## config.mk

```make
export PLATFORM = sky130hd
export DESIGN_NAME = ecd_mul
export DESIGN_NICKNAME = d
export VERILOG_FILES = /design/src/rtl/core/ecd_mul.sv
export SDC_FILE = /design/constraint.sdc
export NUM_CORES = 2
export LEC_CHECK = 0
export BUFFER_PORTS_ARGS = -buffer_cell sky130_fd_sc_hd__buf_2
export CAP_MARGIN = 25
export CELL_PAD_IN_SITES_DETAIL_PLACEMENT = 1
export CELL_PAD_IN_SITES_GLOBAL_PLACEMENT = 2
export CORE_MARGIN = 10
export CORE_UTILIZATION = 39
export DETAILED_ROUTE_END_ITERATION = 6
export GPL_TIMING_DRIVEN = 0
export PLACE_DENSITY = 0.93
export REMOVE_ABC_BUFFERS = 1
export SLEW_MARGIN = 20
export SYNTH_ARGS = -nofsm -noshare
export SYNTH_HDL_FRONTEND = slang
export SYNTH_SLANG_ARGS = --single-unit
```

## constraint.sdc

```tcl
create_clock -name clk_i -period 8.1 [get_ports clk_i]
set_input_delay 1.62 -clock clk_i [delete_from_list [all_inputs] [get_ports clk_i]]
set_output_delay 1.62 -clock clk_i [all_outputs]
set_load 0.05 [all_outputs]
```

## src/rtl/core/ecd_mul.sv

```systemverilog
// Shared unsigned multiplier with a registered product and sign flag.
// No dependencies beyond its width parameter.
`timescale 1ns / 1ps

module ecd_mul #(
  parameter int MW = 32
) (
  input  logic            clk_i,
  input  logic            en_i,
  input  logic [MW-1:0]   a_i,
  input  logic [MW-1:0]   b_i,
  input  logic            neg_i,
  output logic [2*MW-1:0] prod_o,
  output logic            neg_o
);

  logic [2*MW-1:0] prod_q;
  logic            neg_q;

  // Register the magnitude product
  always_ff @(posedge clk_i) begin
    if (en_i) begin
      prod_q <= (2*MW)'(a_i) * (2*MW)'(b_i);
      neg_q  <= neg_i;
    end
  end

  assign prod_o = prod_q;
  assign neg_o  = neg_q;

endmodule

```

==> results.toml <==
[status]
status = "complete, but fails checks"
violations = "negative setup slack"

[clock_network]
cts-root-buf = "clkbuf_16"
cts_max_level = 3
clock-sinks = 65
cts_tree = "built"
clk_path_buf_depth = 2
cts_hold_buf = 0
cts_buffers = 9
path_clk_slew_ps = 60

[finish]
finalNonFillerCells = 4994
layout-drive-gt1-share_pct = 12.69
fin_nets = 5028
fillers = 10050
syn_to_final_growth_pct = 16.80

[logic_synthesis]
synth_edf_count = 65
async_flop_share_pct = 0
synthFlopType = "edfxtp_1"
netlist_area_mm2 = 0.03535
yosysWarnings = 0
syn-instance-count = 3749
synth_seq_cells = 65
synth_seq_area_share_pct = 5.522
yosysUniqueCellTypes = 57
avgSynthCellArea_um2 = 9.428

[route]
route.detailed.drc = 0
wl_per_cell_um = 29.05
wl_um = 145100
drt_iter0_markers = 2624
firstDrtPassIters = 5
vias = 28510
postRouteAntennaNets = 0
via_per_inst = 5.709

[floorplan]
dieArea_mm2 = 0.1031
core_area_mm2 = 0.09001
io_pins = 132
start_util_pct = 39.27
die_y_um = 321.1
die_x_um = 321.1
rows = 110

[critical_path]
critPathKind = "in2reg"
path_common_cell = "fa_1"
arrival_ps = 8930
startpoint_type = "input pin"
cp.required_ps = 8280
max_stage_delay_ps = 590
cp-end-kind = "flop"
crit_buf_inv = 6
worstPathMaxFanout = 16
path_delay_family = "adder cells"
crit_slowest_cell = "fa_1"

[timing]
hold_viol = 0
period_share_pct = 108.0
worst_slack_ps = -651.9
finalCriticalPeriod_ps = 8752
slew_headroom_pct = 38.97
worst_slew_pin_slew_ps = 915.5
clock.fmax_mhz = 114.3
drv_slew = 0
final-setup-viol-count = 34
rsz0062_at_grt = "yes"

[place]
dp_hpwl_um = 84780
gp_congestion = 0.8984
io_buffers = 131
place_inst = 4837

[grt]
grt_use_total_pct = 25.59
antenna_found_initial = 19
grt_pass1_vias = 32220
grt_first_pass_wirelength_um = 196900
grt_max_degree = 49
grt_overflow = 0

[hold_path]
hp-class = "in2reg"

[flow_run]
max_cap_violations = 0
[flip-flops by register name, summed over array words and instances, names as in the netlist]
signal / count
neg_o: 1
prod_o: 64
[repair_timing]
item                                    CTS  global route
buffers inserted                         35            54
resized for setup                       369           165
gates cloned                             24            19
pin swaps                                66           108
endpoints found under the setup margin   43            33
[through the flow]
step / instance area, um^2 / hold WS [ps] / setup TNS, ps / setup WS, ps / util (%)
finish: 41280 / 1398 / -11280 / -651.9 / 45.86
global route: 41260 / 1389 / -14470 / -731.3 / 45.84
CTS: 39650 / 1379 / -3719 / -386.6 / 44.05
detailed placement: 36670 / 1799 / -54570 / -2168 / 40.74
global placement: 36640 / 1796 / -49110 / -2063 / 40.71
floorplan: 34510 / 1719 / -142.3 / -114.5 / -
[cell type report]
cell class / count / area, um^2 / area share, %
multi-input combinational: 2599 / 30410 / 73.66
timing repair buffer: 262 / 3889 / 9.420
inverter: 865 / 3247 / 7.865
sequential: 65 / 1952 / 4.728
tap: 1176 / 1471 / 3.564
clock buffer: 9 / 225.2 / 0.5455
clock inverter: 7 / 62.56 / 0.1515
antenna: 11 / 27.53 / 0.06668
[layer usage]
metal | GRT usage, % | vias to the layer above | wire, um
met5 | 0 | - | 27
li1 | - | 11050 | -
met4 | 12.74 | 4 | 10100
met1 | 30.54 | 15070 | 50960
met3 | 5.092 | 598 | 15690
met2 | 43.69 | 1790 | 68300
[layout by cell type (no fill, tap or decap), drive strengths merged, types with 2 or more instances in the layout]
master,netlist,layout
nand4,23,23
ha,263,263
or4,3,3
and3b,2,2
and4,3,3
inv,865,868
a31oi,12,12
fa,896,896
nor2b,2,2
o221ai,3,3
or3,3,3
nor3,7,7
diode,0,11
a221oi,4,4
o211ai,2,2
a311oi,2,2
a21boi,3,3
a221o,4,4
a211oi,3,3
xnor2,35,35
a21o,40,40
clkinv,0,3
o31ai,5,5
or2,3,3
nor2,20,20
o21bai,11,11
a21oi,66,66
o21ai,26,26
o21a,9,9
bufbuf,0,20
and2,602,602
nand2,480,480
and3,14,14
nand3,10,10
nand2b,2,2
buf,7,221
edfxtp,65,65
xor2,25,25
o221a,2,2
clkbuf,213,30
[final timing paths]
kind,slack [ps],cells past startpoint,from,endpoint
setup / recovery,-650,25,a_i[16],prod_o[59]$_DFFE_PP_
hold / removal,1400,1,neg_i,neg_o$_DFFE_PP_
[synth_stat cells, drive strengths merged (2+ instances only)]
cell,number,area (um^2)
o21bai,11,86.33
and3,14,87.58
and2,602,3766
nor2,20,75.07
nand4,23,143.9
a221o,4,40.04
a211oi,3,22.52
o221ai,3,26.28
xor2,25,219.0
and3b,2,17.52
a221oi,4,87.59
nand2b,2,12.51
fa,896,17940
o21ai,26,130.1
a21oi,66,341.6
or2,3,18.77
or3,3,18.77
and4,3,26.28
buf,7,33.78
nor3,7,35.03
inv,865,3247
nand3,10,50.05
a21o,40,300.3
a21boi,3,22.52
o21a,9,67.56
xnor2,35,306.5
o31ai,5,78.82
a311oi,2,17.52
nor2b,2,12.51
ha,263,3291
o211ai,2,15.01
o221a,2,22.52
edfxtp,65,1952
nand2,480,1802
or4,3,22.52
clkbuf,213,799.5
a31oi,12,75.07
[cell families after synthesis]
| kind of cell | count (synthesis) | synth area share (%) |
|---|---|---|
| buffers and inverters | 1085 | 11.54 |
| AOI/OAI and AO/OA | 202 | 4.074 |
| DFF | 65 | 5.522 |
| muxes | 1 | 0.02832 |
| xor gates and xnor gates | 60 | 1.487 |
| and+or+nand+nor | 1177 | 17.29 |
| adders and majority gates | 1159 | 60.06 |
Power is left out: the tool's default activity adds up to more than one toggle a clock period on the data nets, which glitch-free logic cannot reach.
