**src/rtl/core/ecd_pkg.sv**
```systemverilog
// Shared constants and codes for the elastic-net coordinate descent block.
// No dependencies; the other files of the block, except ecd_mul, refer to it by scoped names.
`timescale 1ns / 1ps

package ecd_pkg;

  // Parameter defaults for the top level
  localparam int MAX_SAMPLES_DEF  = 256;
  localparam int MAX_FEATURES_DEF = 16;
  localparam int VALUE_WIDTH_DEF  = 32;

  // Fixed widths of the channel fields
  localparam int ACTION_W  = 2;
  localparam int SIDX_W    = 8;
  localparam int FIDX_W    = 4;
  localparam int WORD_W    = 32;

  // Wide arithmetic widths
  localparam int WIDE_W    = 48;
  localparam int ACC_W     = 64;

  // Configuration port
  localparam int APB_AW    = 5;
  localparam int APB_DW    = 32;

  typedef logic [ACTION_W-1:0] action_t;
  localparam action_t ACT_LOAD_X = 2'd0;
  localparam action_t ACT_LOAD_Y = 2'd1;
  localparam action_t ACT_FIT    = 2'd2;

  typedef logic [2:0] reg_idx_t;
  localparam reg_idx_t REG_ALPHA    = 3'd0;
  localparam reg_idx_t REG_L1_SHARE = 3'd1;
  localparam reg_idx_t REG_ITER_LIM = 3'd2;
  localparam reg_idx_t REG_TOL      = 3'd3;
  localparam reg_idx_t REG_ICPT_EN  = 3'd4;
  localparam reg_idx_t REG_SAMPLES  = 3'd5;
  localparam reg_idx_t REG_FEATURES = 3'd6;

  localparam logic KIND_WEIGHT    = 1'b0;
  localparam logic KIND_INTERCEPT = 1'b1;

  // Register reset values
  localparam logic [30:0] ALPHA_RST    = 31'd65536;
  localparam logic [16:0] SHARE_RST    = 17'd32768;
  localparam logic [16:0] SHARE_ONE    = 17'd65536;
  localparam logic [15:0] ITER_LIM_RST = 16'd1000;
  localparam logic [30:0] TOL_RST      = 31'd7;
  localparam logic [8:0]  SAMPLES_RST  = 9'd256;
  localparam logic [4:0]  FEATURES_RST = 5'd16;

endpackage

```
**src/rtl/core/ecd_div.sv**
```systemverilog
// Restoring divider, one quotient bit per cycle.
// Depends on ecd_pkg for the dividend and divisor widths.
`timescale 1ns / 1ps

module ecd_div (
  input  logic                          clk_i,
  input  logic                          rst_ni,
  input  logic                          start_i,
  input  logic [ecd_pkg::ACC_W-1:0]     dividend_i,
  input  logic [ecd_pkg::WIDE_W-1:0]    divisor_i,
  output logic                          done_o,
  output logic [ecd_pkg::ACC_W-1:0]     quotient_o
);

  localparam int DW = ecd_pkg::ACC_W;
  localparam int VW = ecd_pkg::WIDE_W;
  localparam int CW = $clog2(DW);

  logic          busy_q, done_q;
  logic [CW-1:0] cnt_q;
  logic [DW-1:0] dvd_q;
  logic [VW-1:0] rem_q, dvs_q;
  logic [VW:0]   trial;
  logic          ge;

  // Shift in the next dividend bit and try the subtraction
  always_comb begin
    trial = {rem_q, dvd_q[DW-1]};
    ge    = trial >= {1'b0, dvs_q};
  end

  always_ff @(posedge clk_i or negedge rst_ni) begin
    if (!rst_ni) begin
      busy_q <= 1'b0;
      done_q <= 1'b0;
      cnt_q  <= '0;
    end else begin
      done_q <= 1'b0;
      if (start_i) begin
        busy_q <= 1'b1;
        cnt_q  <= '0;
      end else if (busy_q) begin
        cnt_q <= cnt_q + 1'b1;
        if (cnt_q == CW'(DW - 1)) begin
          busy_q <= 1'b0;
          done_q <= 1'b1;
        end
      end
    end
  end

  // Datapath: quotient bits replace the dividend from the bottom
  always_ff @(posedge clk_i) begin
    if (start_i) begin
      dvd_q <= dividend_i;
      rem_q <= '0;
      dvs_q <= divisor_i;
    end else if (busy_q) begin
      rem_q <= ge ? VW'(trial - {1'b0, dvs_q}) : VW'(trial);
      dvd_q <= {dvd_q[DW-2:0], ge};
    end
  end

  assign done_o     = done_q;
  assign quotient_o = dvd_q;

endmodule

```
**config.mk**
```make
export PLATFORM = sky130hd
export DESIGN_NAME = ecd_div
export DESIGN_NICKNAME = d
export VERILOG_FILES = /design/src/rtl/core/ecd_pkg.sv /design/src/rtl/core/ecd_div.sv
export SDC_FILE = /design/constraint.sdc
export NUM_CORES = 1
export LEC_CHECK = 0
export ABC_AREA = 0
export ABC_CLOCK_PERIOD_IN_PS = 10600
export BUFFER_PORTS_ARGS = -buffer_cell sky130_fd_sc_hd__buf_4
export CAP_MARGIN = 10
export CORE_MARGIN = 2
export CORE_UTILIZATION = 50
export DETAILED_ROUTE_END_ITERATION = 7
export PLACE_DENSITY = 0.73
export SLEW_MARGIN = 20
export SYNTH_ARGS = -nofsm -noshare
export SYNTH_HDL_FRONTEND = slang
export SYNTH_SLANG_ARGS = --single-unit
export TNS_END_PERCENT = 100
```
**constraint.sdc**
```tcl
create_clock -name clk_i -period 10.6 [get_ports clk_i]
set_input_delay 0.53 -clock clk_i [delete_from_list [all_inputs] [get_ports clk_i]]
set_output_delay 0.53 -clock clk_i [all_outputs]
set_load 0.05 [all_outputs]
```
==> results.cfg, run 1 <==
[power_and_ir_drop]
p_total_mw = 1.68
ir_drop_v = 0.000109
power_density_nw_per_um2 = 145
leakagePower_nw = 4.83

[sta]
tns_ns = 0
max_freq_mhz = 222
setup_slack_ns = 6.10
fin_skew_ns = 0.0161
period_needed_ns = 4.50
relSlewSlack = 0.337
fin_crit_sh = 0.424
hold_ws_ns = 0.261
slew_violations = 0
setup_violations = 0
max_slew.worst_pin.slew_ns = 0.994
hold_viol_final = 0
rsz0062_at_grt = false

[critical_path]
reg2reg_depth = 12
cp-start-kind = register
worst_ep_arrival_time_ns = 4.85
crit_fanout = 43
critPathKind = reg2reg
endpoint_kind = register
required_ns = 10.95

[placed_design]
dpl.hpwl_um = 16300
finalWeightedCongestion = 0.922
pre_cts_slack_ns = 6.12
dp_cells = 1287
portBuffers = 179

[routing]
drt_iter0_drc = 623
viasPerCell = 5.64
wl_per_cell_um = 17.2
firstDrtPassIters = 5
vias = 7447
route.final.wire_length_um = 22700
antenna_left = 0
drc_errors = 0

[floorplanning]
chipHeight_um = 142
dieArea_um2 = 20100
start_util = 0.508
pin_count = 180
die_w_um = 142
rows = 50
core_area_um2 = 18700

[yosys]
syn_nets = 1083
synth-seq-cells = 168
seq_area_frac_synth = 0.476
synth.cells.most_frequent = 112 x edfxtp_1, 70 x nand2_1, 70 x nor2_1
synth_ff_type = edfxtp_1
synth-compound-area-share = 0.155
synth-async-reset-ratio = 0.0476
synthAdderAreaFrac = 0.0666
netlist_instances = 918
yosysTopAreaCell = edfxtp_1
synth-simple-area-share = 0.108
ys_types = 63
synth.area.top_cells = edfxtp_1 35%, dfxtp_1 10%, mux2_2 7.9%
ys_warn_count = 0
synth-edff-count = 112
syn_area_um2 = 9510
synthMuxAreaShare = 0.107
synth_top_family_by_area = compound AO/OA/AOI/OAI gates
synth_top_area_share = 0.354
synth_most_common_cell = edfxtp_1
syn_area_per_cell_um2 = 10.4
synth_xor_area_frac = 0.0405

[finish]
layout-drive-gt1-share = 0.269
stdcell_count = 1320
final_nets = 1238
syn2layout_area_growth_pct = 21.7
fillers = 1546
diodes = 0

[global_route]
antenna_found_initial = 0
met1_usage = 0.297
grt.overflow.total = 0
gr-usage-met2 = 0.367
track_usage = 0.230
grt_use_met3 = 0.0672
grt_pass1_wl_um = 36800
grt_max_degree = 81
grt_pass1_vias = 7450
busiest_layer = met2

[clock_network]
cts.clk_slew.worst_paths_ns = 0.07
htree_num_levels = 4
cts_tree = yes
worstSkewPairLatency_ns = 0.45
cts_sinks = 168
cts_resized = 0
numCtsBuffers = 17
cts_buffer_depth = 2
clock_tree.root_cell = clkbuf_16

[run_status]
outcome = finished clean

[job]
cap_viol_max_count = 0

[hold_path]
worstHoldPathType = in2reg
hold_depth = 1
cell type report:
cell class / instances / area, um2 / share of cell area
inverters: 66 / 248 / 0.0214
multi-input cells: 636 / 4540 / 0.392
well taps: 234 / 293 / 0.0253
clock buffers: 18 / 429 / 0.0371
flip-flops and latches: 168 / 4530 / 0.391
clock inverters: 14 / 146 / 0.0127
repair buffers: 184 / 1390 / 0.120
final timing paths:
check	start	to	slack, ns
worst max-delay path	dvs_q[17]	rem_q[46]	6.10
worst min-delay path	divisor_i[42]	dvs_q[42]	0.26
worst max register to register	dvs_q[17]	rem_q[46]	6.10
worst min register to register	rem_q[26]	rem_q[26]	0.48
max in group asynchronous	rst_ni	busy_q	10.02
min in group asynchronous	rst_ni	cnt_q[1]	0.43
layer usage:
metal	part of all wire	wire length (um)
met1	0.44	9960
met2	0.47	10500
met3	0.075	1690
met4	0.021	465
met5	0	0
flip-flops by register name, summed over array words and instances, names as in the netlist:
| register | flops |
|---|---|
| quotient_o | 64 |
| dvs_q | 48 |
| rem_q | 48 |
| cnt_q | 6 |
| busy_q | 1 |
| done_o | 1 |
where the power goes:
group	internal (mW)	switching [mW]
combinational	0.114	0.183
sequential	0.747	0.0216
clock	0.316	0.300
total	1.18	0.505
cells in the final DEF (no fill, tap or decap), types with 48 or more instances in the layout:
master	synthesis	routed
nand2_1	70	70
nor2_1	70	69
o21ai_0	57	57
edfxtp_1	112	112
inv_1	66	65
ha_1	49	49
dfxtp_1	48	48
buf_4	2	182
mux2_2	67	67
a21oi_1	55	55
worst max-delay path, stage by stage, from the launching register on:
cell       delay (ns)
edfxtp_1         0.33
inv_1            0.04
ha_1             0.42
nand4_1          0.24
or3_1            0.44
or4b_1           0.55
o32ai_2          0.23
a2111oi_0        0.15
a21oi_4          0.78
buf_4            0.59
nand3_1          0.12
mux2_2           0.29
a311oi_2         0.22
cell families after synthesis:
| family | after synthesis |
|---|---|
| XOR/XNOR | 44 |
| adder cells (fa/ha/maj) | 50 |
| flip-flops | 168 |
| AO/OA/AOI/OAI | 226 |
| buffers and inverters | 114 |
| multiplexers | 93 |
| AND/OR/NAND/NOR | 223 |
metrics by stage:
| stage | area, um2 | utilization |
|---|---|---|
| 2_1_floorplan | 9510 | - |
| 3_3_place_gp | 11000 | 0.587 |
| 3_5_place_dp | 11000 | 0.587 |
| 4_1_cts | 11600 | 0.619 |
| 5_1_grt | 11600 | 0.619 |
| 6_report | 11600 | 0.619 |
timing repair:
action,4_1_cts,5_1_grt
endpoints found under the hold margin,8,0
buffers inserted,0,0
hold buffers,1,0
setup endpoints to repair,0,0
(Power assumes the default switching activity.)
==> inputs of run 2 (changes only) <==
--- a/config.mk
+++ b/config.mk
@@ -5,14 +5,14 @@
 export SDC_FILE = /design/constraint.sdc
 export NUM_CORES = 1
 export LEC_CHECK = 0
-export ABC_AREA = 0
-export ABC_CLOCK_PERIOD_IN_PS = 10600
+export ABC_AREA = 1
+export ABC_CLOCK_PERIOD_IN_PS = 3620
 export BUFFER_PORTS_ARGS = -buffer_cell sky130_fd_sc_hd__buf_4
 export CAP_MARGIN = 10
 export CORE_MARGIN = 2
 export CORE_UTILIZATION = 50
 export DETAILED_ROUTE_END_ITERATION = 7
-export PLACE_DENSITY = 0.73
+export PLACE_DENSITY = 0.75
 export SLEW_MARGIN = 20
 export SYNTH_ARGS = -nofsm -noshare
 export SYNTH_HDL_FRONTEND = slang
==> constraint.sdc (replaced) <==
create_clock -name clk_i -period 3.62 [get_ports clk_i]
set_input_delay 0.181 -clock clk_i [delete_from_list [all_inputs] [get_ports clk_i]]
set_output_delay 0.181 -clock clk_i [all_outputs]
set_load 0.05 [all_outputs]
==> run 2 against run 1 <==
Maximum frequency up 53%. Sequential power increased to 3.3 times the previous value. Count of clock-buffer cells in the layout is the same. Core utilization is 2.6 points higher. Non-clock buffer count is 78 higher. Cell count rose by 65%. Critical path type unchanged.
==> results.cfg, run 2 <==
[power_and_ir_drop]
pwr-share-comb = 0.459
power.internal_mw = 4.73
ir_drop_v = 0.000328
sw_frac_of_total = 0.431
power_density_nw_per_um2 = 590
p_clk_frac = 0.235
seq_power_share = 0.306
leakagePower_nw = 7.59
p_sw_mw = 3.58

[job]
cap_viol_max_count = 0

[critical_path]
r2r-start = rem_q[43]
endpoint_kind = register
critPathKind = reg2reg
worstPathCellList = ha_1 -> a21oi_1 -> nand2_1 -> inv_1 -> nor2_1 -> nor2_1 -> nand3_2 -> nor2_4 -> buf_4 -> nand3b_1 -> nand3_1 -> nand2_1
cp-start-kind = register
crit_fanout = 23
crit_path_start = rem_q[43]
r2r_slack_ns = 0.69
reg2reg_depth = 12
r2r-end = rem_q[32]
worst_ep_arrival_time_ns = 3.26
required_ns = 3.95
slowest_delay_ns = 0.59
crit_slowest_cell = nor2_4
endpoint = rem_q[32]

[sta]
hold_viol_final = 0
period_needed_ns = 2.93
max_freq_mhz = 341
relSlewSlack = 0.399
max_slew.worst_pin.slew_ns = 0.901
tns_ns = 0
rsz0062_at_grt = false
setup_violations = 0
slew_violations = 0
fin_skew_ns = 0.0208
fin_crit_sh = 0.809
hold_ws_ns = 0.00675

[placed_design]
dpl.hpwl_um = 25700
finalWeightedCongestion = 0.982
portBuffers = 179

[clock_network]
cts_buffer_depth = 2
postCtsSetupBuffers = 0
hold_buffers = 70
worstSkewPairLatency_ns = 0.45
cts_sinks = 168
cts.clk_slew.worst_paths_ns = 0.08
clock_tree.root_cell = clkbuf_16
cts_tree = yes
numCtsBuffers = 17
cts_resized = 0
htree_num_levels = 4

[routing]
vias = 11000
drc_errors = 0
viasPerCell = 5.02
firstDrtPassIters = 5
wl_per_cell_um = 15.5
drt_iter0_drc = 828
route.final.wire_length_um = 33900
antenna_left = 0

[yosys]
synth-compound-area-share = 0.0317
synthMuxAreaShare = 0
synth-seq-cells = 168
netlist_instances = 1645
synth_ff_type = edfxtp_1
yosysTopAreaCell = edfxtp_1
ys_types = 36
synth-async-reset-ratio = 0.0476
syn_area_per_cell_um2 = 6.77
seq_area_frac_synth = 0.406
synthAdderAreaFrac = 0.0568
synth-simple-area-share = 0.366
synth_xor_area_frac = 0.0181
synth.area.top_cells = edfxtp_1 30%, nand2_1 24%, inv_1 9.5%
syn_area_um2 = 11100
syn_nets = 1810
ys_warn_count = 0
synth-edff-count = 112
synth.cells.most_frequent = 709 x nand2_1, 282 x inv_1, 118 x nand3_1
synth_top_area_share = 0.302
synth_most_common_cell = nand2_1
synth_top_family_by_area = simple AND/OR/NAND/NOR gates

[floorplanning]
core_area_um2 = 21800
die_w_um = 153
start_util = 0.510
pin_count = 180
dieArea_um2 = 23500
rows = 54
chipHeight_um = 153

[global_route]
track_usage = 0.288
grt_pass1_wl_um = 53700
grt_max_degree = 73
grt.overflow.total = 0
grt_pass1_vias = 10500
antenna_found_initial = 1

[hold_path]
worstHoldPathType = in2reg

[finish]
syn2layout_area_growth_pct = 26.3
diodes = 0
final_nets = 2053
final_cell_mix = 709 x nand2_1, 282 x inv_1, 192 x buf_4
layout-drive-gt1-share = 0.142
layout_commonest_cell = nand2_1
largest_reg_flops = 64

[run_status]
outcome = finished clean
## run 2: changes by cell type after synthesis, moves of 27 or more
| cell | change |
|---|---|
| mux2_2 | -67 |
| inv_2 | +27 |
| inv_1 | +216 |
| nand2_1 | +639 |
| o21ai_0 | -32 |
| a211oi_1 | -31 |
| nand3_1 | +105 |
| nor2_1 | +29 |
## run 2: cell families after synthesis
kind of cell / after synthesis
adders and majority gates: 50
DFF: 168
buffers and inverters: 348
and+or+nand+nor: 991
xor gates and xnor gates: 23
AOI/OAI and AO/OA: 65
## run 2: per-stage QoR
stage                     cell area [um2]  utilization  power [mW]  instances  setup slack (ns)
final                               14100        0.645        8.31       2181             0.692
after global routing                14100        0.645        8.87       2181             0.528
after CTS                           14100        0.645        8.28       2181             0.764
after detailed placement            12800        0.585        6.26       2079             0.788
after global placement              12800        0.585        6.21       2079             0.771
after floorplan                     11100            -        5.25       1645             0.645
## run 2: power groups by stage
stage,clock [mW],combinational (mW),sequential (mW)
5_1_grt,2.05,4.25,2.57
3_3_place_gp,0,3.64,2.57
6_report,1.95,3.81,2.54
2_1_floorplan,0,2.47,2.78
4_1_cts,1.97,3.77,2.54
3_5_place_dp,0,3.69,2.57
## run 2: critical path, delay by kind of cell (launching register included)
family / cells / cell delay (ns)
AO/OA/AOI/OAI: 1 / 0.27
adder cells (fa/ha/maj): 1 / 0.39
buffers and inverters: 2 / 0.41
flip-flops: 1 / 0.35
AND/OR/NAND/NOR: 8 / 1.38
## run 2: worst min-delay path by stage
stage	slack, ns	startpoint	to	cells past startpoint
finish	0.007	dividend_i[3]	quotient_o[3]	3
floorplan	-0.11	rst_ni	busy_q	0
CTS	0.001	dividend_i[4]	quotient_o[4]	3
detailed placement	0.006	rst_ni	cnt_q[1]	1
global placement	0.005	rst_ni	cnt_q[1]	1
global route	0.008	dividend_i[8]	quotient_o[8]	3
## run 2: area by class of cell
type | instances | area, um2
multi-input combinational | 1129 | 5280
fill | 1939 | 7750
timing repair buffer | 262 | 2140
tap | 280 | 350
clock buffer | 18 | 429
sequential | 168 | 4520
clock inverter | 14 | 184
inverter | 310 | 1160
## run 2: layer usage
layer	share of wire	global-route usage	up-vias
li1	-	-	5529
met1	0.44	0.389	4951
met2	0.46	0.470	421
met3	0.077	0.0578	53
met4	0.025	0.0873	0
met5	0	0	-
